[config.mk]
export PLATFORM = sky130hd
export DESIGN_NAME = power_key_long_press_controller_top_flat
export DESIGN_NICKNAME = d
export VERILOG_FILES = /design/src/sv/pklpc_pkg.sv /design/src/sv/pklpc_item_if.sv /design/src/sv/pklpc_result_if.sv /design/src/sv/pklpc_cfg_if.sv /design/src/sv/power_key_long_press_controller_top.sv /design/src/flat_wrapper.sv
export SDC_FILE = /design/constraint.sdc
export NUM_CORES = 1
export LEC_CHECK = 0
export BUFFER_PORTS_ARGS = -buffer_cell sky130_fd_sc_hd__buf_4
export CORE_ASPECT_RATIO = 1.75
export CORE_MARGIN = 5
export CORE_UTILIZATION = 30
export CTS_BUF_LIST = sky130_fd_sc_hd__clkbuf_16
export CTS_CLUSTER_DIAMETER = 80
export CTS_CLUSTER_SIZE = 12
export DETAILED_ROUTE_END_ITERATION = 8
export GPL_TIMING_DRIVEN = 0
export REMOVE_ABC_BUFFERS = 1
export SLEW_MARGIN = 40
export SYNTH_ARGS = -nofsm -noshare
export SYNTH_HDL_FRONTEND = slang
export SYNTH_SLANG_ARGS = --single-unit
[constraint.sdc]
create_clock -name clk -period 13.4 [get_ports clk]
set_clock_uncertainty 0.1 [all_clocks]
set_input_delay 2.01 -clock clk [delete_from_list [all_inputs] [get_ports clk]]
set_output_delay 2.01 -clock clk [all_outputs]
set_load 0.02 [all_outputs]
[src/sv/pklpc_pkg.sv]
// ----------------------------------------------------------------------------
// pklpc_pkg
// Shared types, constants and the wrap-aware interval test for the power key
// long-press controller.
// ----------------------------------------------------------------------------
package pklpc_pkg;

	// timer wrap value, kept as the wrap formula in interval_exceeds uses it
	localparam logic [31:0] TIME_WRAP = 32'hFFFF_FFFF;

	// register reset values
	localparam logic [31:0] RELEASE_TICKS_RST    = 32'd5000;
	localparam logic [31:0] LONG_PRESS_TICKS_RST = 32'd50000;

	// configuration register indices
	typedef enum logic [0:0] {
		REG_RELEASE_TICKS    = 1'b0,
		REG_LONG_PRESS_TICKS = 1'b1
	} reg_index_t;

	// one polled input item
	typedef struct packed {
		logic        key_level;
		logic        rail_level;
		logic [31:0] now_time;
	} item_t;

	// one result item
	typedef struct packed {
		logic power_on_req;
		logic shutdown_req;
		logic force_off;
	} result_t;

	// interval from b to e longer than t, with the timer wrap taken into account
	function automatic logic interval_exceeds(logic [31:0] b, logic [31:0] e,
			logic [31:0] t);
		logic [31:0] span;
		if (e >= b) begin
			span = e - b;
		end else begin
			span = TIME_WRAP - b + e;
		end
		return span > t;
	endfunction

endpackage

[src/sv/pklpc_item_if.sv]
// ----------------------------------------------------------------------------
// pklpc_item_if
// Input channel: one polled key and rail sample with its timestamp.
// ----------------------------------------------------------------------------
interface pklpc_item_if;
	logic        valid;
	logic        ready;
	logic        key_level;
	logic        rail_level;
	logic [31:0] now_time;

	modport source (output valid, key_level, rail_level, now_time, input ready);
	modport sink (input valid, key_level, rail_level, now_time, output ready);
endinterface

[src/sv/pklpc_result_if.sv]
// ----------------------------------------------------------------------------
// pklpc_result_if
// Result channel: power-on, shutdown and forced power-off pulses.
// ----------------------------------------------------------------------------
interface pklpc_result_if;
	logic valid;
	logic ready;
	logic power_on_req;
	logic shutdown_req;
	logic force_off;

	modport source (output valid, power_on_req, shutdown_req, force_off, input ready);
	modport sink (input valid, power_on_req, shutdown_req, force_off, output ready);
endinterface

[src/sv/pklpc_cfg_if.sv]
// ----------------------------------------------------------------------------
// pklpc_cfg_if
// Configuration write channel: register index and write data.
// ----------------------------------------------------------------------------
interface pklpc_cfg_if;
	logic                      valid;
	logic                      ready;
	pklpc_pkg::reg_index_t     index;
	logic [31:0]               data;

	modport source (output valid, index, data, input ready);
	modport sink (input valid, index, data, output ready);
endinterface

[src/sv/power_key_long_press_controller_top.sv]
// ----------------------------------------------------------------------------
// power_key_long_press_controller_top
// Power key long-press controller: per poll decides power-on, shutdown
// request and forced power-off from key level, rail level and timestamp.
// ----------------------------------------------------------------------------
// Pipeline: input register, then result register, which loads when the
// stage advances; the state update between them is combinational.
// Throughput: one item per cycle while the result channel is not stalled.
// Reset: arst_n clears all press state and loads release_ticks = 5000 and
// long_press_ticks = 50000; both channels come out of reset empty.
module power_key_long_press_controller_top (
	input  logic                   clk,
	input  logic                   arst_n,
	pklpc_item_if.sink             item,
	pklpc_result_if.source         result,
	pklpc_cfg_if.sink              cfg
);
	import pklpc_pkg::*;

	// configuration registers
	logic [31:0] release_ticks_q;
	logic [31:0] long_press_ticks_q;

	// input register
	logic  valid_s1;
	item_t item_s1;

	// result register
	logic    res_valid_q;
	result_t res_q;

	// press state
	logic        on_pressed_q, on_released_q;
	logic [31:0] on_release_time_q;
	logic        off_pressed_q, off_released_q, off_done_q;
	logic [31:0] off_press_time_q, off_release_time_q;

	// next state and result
	logic        on_pressed_d, on_released_d;
	logic [31:0] on_release_time_d;
	logic        off_pressed_d, off_released_d, off_done_d;
	logic [31:0] off_press_time_d, off_release_time_d;
	result_t     res_d;

	logic advance;
	logic key_high, rail;
	logic [31:0] now;

	// stage advances when the result register is empty or being taken
	assign advance    = !res_valid_q || result.ready;
	assign item.ready = !valid_s1 || advance;
	assign cfg.ready  = 1'b1;

	// configuration writes
	always_ff @(posedge clk or negedge arst_n) begin
		if (!arst_n) begin
			release_ticks_q    <= RELEASE_TICKS_RST;
			long_press_ticks_q <= LONG_PRESS_TICKS_RST;
		end else if (cfg.valid) begin
			unique case (cfg.index)
				REG_RELEASE_TICKS:    release_ticks_q    <= cfg.data;
				REG_LONG_PRESS_TICKS: long_press_ticks_q <= cfg.data;
				default: ;
			endcase
		end
	end

	// input register
	always_ff @(posedge clk or negedge arst_n) begin
		if (!arst_n) begin
			valid_s1 <= 1'b0;
		end else if (item.ready) begin
			valid_s1 <= item.valid;
		end
	end

	always_ff @(posedge clk) begin
		if (item.valid && item.ready) begin
			item_s1.key_level  <= item.key_level;
			item_s1.rail_level <= item.rail_level;
			item_s1.now_time   <= item.now_time;
		end
	end

	assign key_high = item_s1.key_level;
	assign rail     = item_s1.rail_level;
	assign now      = item_s1.now_time;

	// power-on and power-off path decisions for the item in the input register
	always_comb begin
		on_pressed_d       = on_pressed_q;
		on_released_d      = on_released_q;
		on_release_time_d  = on_release_time_q;
		off_pressed_d      = off_pressed_q;
		off_released_d     = off_released_q;
		off_done_d         = off_done_q;
		off_press_time_d   = off_press_time_q;
		off_release_time_d = off_release_time_q;
		res_d              = '0;

		if ((!rail || on_pressed_q) && !off_pressed_q) begin
			// power-on path: press switches on at once, then wait for release
			if (!on_pressed_d && !key_high) begin
				on_pressed_d       = 1'b1;
				res_d.power_on_req = 1'b1;
			end
			if (on_pressed_d && !on_released_d && key_high) begin
				on_released_d     = 1'b1;
				on_release_time_d = now;
			end
			if (on_released_d) begin
				if (interval_exceeds(on_release_time_d, now, release_ticks_q)) begin
					on_pressed_d      = 1'b0;
					on_released_d     = 1'b0;
					on_release_time_d = '0;
				end
				if (!key_high) begin
					on_released_d = 1'b0;
				end
			end
		end else if ((rail || off_pressed_q) && !on_pressed_q) begin
			// power-off path: time the press, then the release
			if (!off_pressed_d && !key_high) begin
				off_pressed_d    = 1'b1;
				off_press_time_d = now;
			end
			if (off_pressed_d && !off_released_d && key_high) begin
				off_released_d     = 1'b1;
				off_release_time_d = now;
			end
			if (off_released_d) begin
				if (interval_exceeds(off_release_time_d, now, release_ticks_q)) begin
					// long press released before force-off: shutdown only
					if (!off_done_d && interval_exceeds(off_press_time_d,
							off_release_time_d, long_press_ticks_q)) begin
						res_d.shutdown_req = 1'b1;
					end
					off_pressed_d      = 1'b0;
					off_press_time_d   = '0;
					off_released_d     = 1'b0;
					off_release_time_d = '0;
					off_done_d         = 1'b0;
				end
				if (!key_high) begin
					off_released_d = 1'b0;
				end
			end
			// held past the long-press time: shutdown and force off
			if (off_pressed_d && !off_done_d &&
					interval_exceeds(off_press_time_d, now, long_press_ticks_q)) begin
				res_d.shutdown_req = 1'b1;
				res_d.force_off    = 1'b1;
				off_done_d         = 1'b1;
			end
		end
	end

	// press state update on each processed item
	always_ff @(posedge clk or negedge arst_n) begin
		if (!arst_n) begin
			on_pressed_q       <= 1'b0;
			on_released_q      <= 1'b0;
			on_release_time_q  <= '0;
			off_pressed_q      <= 1'b0;
			off_released_q     <= 1'b0;
			off_done_q         <= 1'b0;
			off_press_time_q   <= '0;
			off_release_time_q <= '0;
		end else if (valid_s1 && advance) begin
			on_pressed_q       <= on_pressed_d;
			on_released_q      <= on_released_d;
			on_release_time_q  <= on_release_time_d;
			off_pressed_q      <= off_pressed_d;
			off_released_q     <= off_released_d;
			off_done_q         <= off_done_d;
			off_press_time_q   <= off_press_time_d;
			off_release_time_q <= off_release_time_d;
		end
	end

	// result register
	always_ff @(posedge clk or negedge arst_n) begin
		if (!arst_n) begin
			res_valid_q <= 1'b0;
		end else if (advance) begin
			res_valid_q <= valid_s1;
		end
	end

	always_ff @(posedge clk) begin
		if (valid_s1 && advance) begin
			res_q <= res_d;
		end
	end

	assign result.valid        = res_valid_q;
	assign result.power_on_req = res_q.power_on_req;
	assign result.shutdown_req = res_q.shutdown_req;
	assign result.force_off    = res_q.force_off;

	// power-on and power-off paths never hold a press at the same time
	a_paths_exclusive: assert property (@(posedge clk) disable iff (!arst_n)
		!(on_pressed_q && off_pressed_q))
		else $error("power-on and power-off presses both active");

	// a release wait only exists inside a press
	a_on_release_in_press: assert property (@(posedge clk) disable iff (!arst_n)
		on_released_q |-> on_pressed_q)
		else $error("power-on release pending without press");

	// forced off is only remembered while the press lasts
	a_done_in_press: assert property (@(posedge clk) disable iff (!arst_n)
		(off_done_q || off_released_q) |-> off_pressed_q)
		else $error("power-off state set without press");

	// force-off always comes with a shutdown request and never with power-on
	a_force_with_shutdown: assert property (@(posedge clk) disable iff (!arst_n)
		res_valid_q |-> ((!res_q.force_off || res_q.shutdown_req) &&
			!(res_q.power_on_req && res_q.shutdown_req)))
		else $error("inconsistent result pulses");

endmodule
[src/flat_wrapper.sv]
// flat-port wrapper written by rule: the top's interface ports become plain ports
module power_key_long_press_controller_top_flat import pklpc_pkg::*;
  (clk, arst_n, item_valid, item_key_level, item_rail_level, item_now_time, item_ready, result_valid, result_power_on_req, result_shutdown_req, result_force_off, result_ready, cfg_valid, cfg_index, cfg_data, cfg_ready);
  pklpc_item_if item_i ();
  pklpc_result_if result_i ();
  pklpc_cfg_if cfg_i ();
  input  logic clk;
  input  logic arst_n;
  input wire logic [$bits(item_i.valid)-1:0] item_valid;
  input wire logic [$bits(item_i.key_level)-1:0] item_key_level;
  input wire logic [$bits(item_i.rail_level)-1:0] item_rail_level;
  input wire logic [$bits(item_i.now_time)-1:0] item_now_time;
  output wire logic [$bits(item_i.ready)-1:0] item_ready;
  output wire logic [$bits(result_i.valid)-1:0] result_valid;
  output wire logic [$bits(result_i.power_on_req)-1:0] result_power_on_req;
  output wire logic [$bits(result_i.shutdown_req)-1:0] result_shutdown_req;
  output wire logic [$bits(result_i.force_off)-1:0] result_force_off;
  input wire logic [$bits(result_i.ready)-1:0] result_ready;
  input wire logic [$bits(cfg_i.valid)-1:0] cfg_valid;
  input wire logic [$bits(cfg_i.index)-1:0] cfg_index;
  input wire logic [$bits(cfg_i.data)-1:0] cfg_data;
  output wire logic [$bits(cfg_i.ready)-1:0] cfg_ready;
  assign item_i.valid = item_valid;
  assign item_i.key_level = item_key_level;
  assign item_i.rail_level = item_rail_level;
  assign item_i.now_time = item_now_time;
  assign item_ready = item_i.ready;
  assign result_valid = result_i.valid;
  assign result_power_on_req = result_i.power_on_req;
  assign result_shutdown_req = result_i.shutdown_req;
  assign result_force_off = result_i.force_off;
  assign result_i.ready = result_ready;
  assign cfg_i.valid = cfg_valid;
  assign cfg_i.index = cfg_index;
  assign cfg_i.data = cfg_data;
  assign cfg_ready = cfg_i.ready;
  power_key_long_press_controller_top u_core (.clk(clk), .arst_n(arst_n), .item(item_i), .result(result_i), .cfg(cfg_i));
endmodule
==> summary.md <==
| Metric | Value |
|---|---|
| Mean Syn Cell Area | `8.528 um2` |
| Critical path type | `reg -> reg` |
| Post-synth EDFFs | `37` |
| Fin crit period | `12950 ps` |
| Share of layout cells above drive strength 1 | `11.27%` |
| Yosys top cell area share | `19.49%` |
| CTS sink count | `204` |
| P&R area growth vs syn | `12.17%` |
| Met3 usage | `1.067%` |
| Post-DP HPWL | `54550 um` |
| Ys Warns | `0` |
| Most common library cell in the layout ignoring fill and taps | `ha_1` |
| DRC Markers | `0` |
| Global Route Usage Sum | `17.93%` |
| Initial drt markers | `867` |
| DR vias/cell | `5.385` |
| CTS tree | `done` |
| Leak Pwr | `0.01034 uW` |
| Sequential-to-total area share from yosys stat | `26.48%` |
| Share of flip-flops with an asynchronous set or reset | `81.86%` |
| Worst vdd ir | `0.0001208 V` |
| Met2 Use GR | `34.30%` |
| Synth top area cells | `dfrtp_1 19%, ha_1 16%, edfxtp_1 5.5%, a21oi_1 5.2%, mux2i_1 4.8%` |
| Type of origin of the critical path | `register` |
| Pre-antenna DRT Iters | `5` |
| Cells after Synth | `2349` |
| Gpl congestion | `0.9439` |
| Power density over cell area | `278.5 nW/um2` |
| Max-Cap Viols | `0` |
| Commonest non-fill, non-tap cells in the layout | `260 x ha_1, 207 x a21oi_1, 201 x nand2_1` |
| Outcome | `finished, final reports clean` |
| CP Max Fanout | `44` |
| Hold Path Class | `reg -> reg` |
| CTS max path bufs | `3` |
| Cells on Worst Hold Path | `2` |
| Relative slew slack | `43.09%` |
| Distinct cells, synth | `88` |
| Fmax | `0.07721 GHz` |
| Detail Route Antenna Nets | `0` |
| GRT busiest layer | `met2` |
| Die X | `205.3 um` |
| Initial antenna violation count | `0` |
| Required @ worst endpoint | `13590 ps` |
| Post-synth top area cell | `dfrtp_1` |
| Number of cells on the worst reg-to-reg path | `53` |
| Crit path capture type | `register` |
| Met1 Use GR | `17.92%` |
| CP most frequent cell | `a21o_1` |
| Pins Over Slew Limit | `0` |
| Setup violators final | `0` |
| Synthesized cell area | `20030 um2` |
| Core area | `66310 um2` |
| Clk Latency, worst-skew pair | `550 ps` |
| Power Total | `6259 uW` |
| Vias after detailed routing | `17590` |
| Inserted Diodes | `0` |
| Top_reg_cell synth | `dfrtp_1` |
| Root Buffer | `clkbuf_16` |
| Largest net degree at the start of global routing | `69` |
| Critical path's slowest cell | `or4_4` |
| Period utilization | `96.66%` |
| Global-route wire length before repair | `100300 um` |
| PortBufs | `76` |
| Die Y | `351.8 um` |
| Die ar. | `72250 um2` |
| Worst hold slack | `374.6 ps` |
| Row count | `125` |
| H-tree depth | `1` |
| CP arrival | `13150 ps` |
| Final Hold Viols | `0` |
| WL/cell | `20.39 um` |
| Crit-path max cell delay | `600 ps` |
| Clk pin slew, worst setup/hold paths | `70 ps` |
| Ports | `78` |
| Worst Tran Pin Value | `847.9 ps` |
| Num CTS Buffers | `22` |
| Setup TNS Final | `0 ps` |
| Remaining Overflow, GRT | `0` |
| Initial Util | `30.21%` |
| Vias in the first global route | `17980` |
| Number of synthesized register bits | `204` |
| Nets@finish | `2703` |
| Post-Route WL | `66610 um` |
[layer usage]
metal	wire length [um]	vias up
li1	-	8656
met3	1518	205
met4	6061	0
met2	34840	425
met1	24190	8306
met5	0	-
[state kept, by name, summed over array words and instances (netlist names)]
register,flops
u_core.off_release_time_q,32
u_core.off_done_q,1
u_core.off_pressed_q,1
u_core.on_released_q,1
u_core.on_pressed_q,1
u_core.result.shutdown_req,1
u_core.long_press_ticks_q,32
u_core.release_ticks_q,32
u_core.off_released_q,1
u_core.key_high,1
u_core.off_press_time_q,32
u_core.valid_s1,1
u_core.rail,1
u_core.result.valid,1
u_core.now,32
u_core.result.force_off,1
u_core.on_release_time_q,32
u_core.result.power_on_req,1
[stage by stage]
step                cells  setup WS, ps  utilization (%)  instance area [um2]
finish               3267         447.8            33.89                22470
detailed placement   3223        -754.5            32.68                21670
CTS                  3262         85.34            33.78                22400
floorplan            2233         622.3                -                19580
global placement     3198         -4900            32.06                21260
global route         3267        -13.27            33.89                22470
[final timing paths]
| path | slack, ps | to | from |
|---|---|---|---|
| setup / recovery | 450 | u_core.result.shutdown_req | u_core.off_pressed_q |
| hold / removal | 370 | u_core.off_release_time_q[19] | u_core.off_release_time_q[19] |
| setup reg to reg | 450 | u_core.result.shutdown_req | u_core.off_pressed_q |
| hold reg to reg | 370 | u_core.off_release_time_q[19] | u_core.off_release_time_q[19] |
| max in group asynchronous | 11180 | u_core.off_press_time_q[25] | arst_n |
| min in group asynchronous | 1270 | u_core.release_ticks_q[4] | arst_n |
[worst max-delay path: cells and delay by family (launching register included)]
kind                     cells  cell delay, ps
adder cells (fa/ha/maj)      4            1480
AND/OR/NAND/NOR             13            2850
multiplexers                 3             680
buffers and inverters        4             750
AO/OA/AOI/OAI               27            5890
flip-flops                   1             570
XOR/XNOR                     2             370
[where the power goes]
group | internal [uW] | switching [uW] | leakage [uW] | total, uW
Combinational | 1940 | 2840 | 0.00756 | 4780
Clock | 328 | 278 | 0.000365 | 607
Sequential | 782 | 91.3 | 0.00241 | 873
[logic make-up (layout without fill, tap and decap cells)]
group                    count (synthesis)  after routing  share of synthesized area, %
XOR/XNOR                               117            117                         5.115
AO/OA/AOI/OAI                          758            758                         24.84
other                                    1              1                       0.01872
adder cells (fa/ha/maj)                266            266                         16.84
flip-flops                             204            204                         26.48
AND/OR/NAND/NOR                        605            605                         14.80
multiplexers                           132            132                         6.820
buffers and inverters                  266            295                         5.090
[synthesized netlist by cell type (32+ instances only)]
master,count
a21oi_1,208
nor2_1,114
dfrtp_1,156
a21o_1,117
o21ai_0,137
or2_2,40
nor3_1,32
o21a_1,39
clkbuf_1,97
nor2b_1,41
mux2i_1,96
nand2_1,204
o31ai_1,75
edfxtp_1,37
nand4_1,63
xnor2_1,75
a221oi_1,37
ha_1,260
inv_1,150
xor2_1,42
mux2_2,36
[layout make-up]
| cell class | instances | area (um2) |
|---|---|---|
| clock buffers | 23 | 575.6 |
| clock inverters | 14 | 92.59 |
| well taps | 889 | 1112 |
| fillers | 7029 | 43840 |
| inverters | 150 | 563.0 |
| multi-input cells | 1879 | 13850 |
| flip-flops and latches | 204 | 5304 |
| repair buffers | 108 | 970.9 |
[timing repair]
action / in CTS / in global routing
hold buffers: 0 / 0
buffers inserted: 2 / 5
pin swaps: 1 / 3
endpoints found under the setup margin: 3 / 3
resized for setup: 10 / 6
No activity file was read; power rests on OpenSTA's default activity.
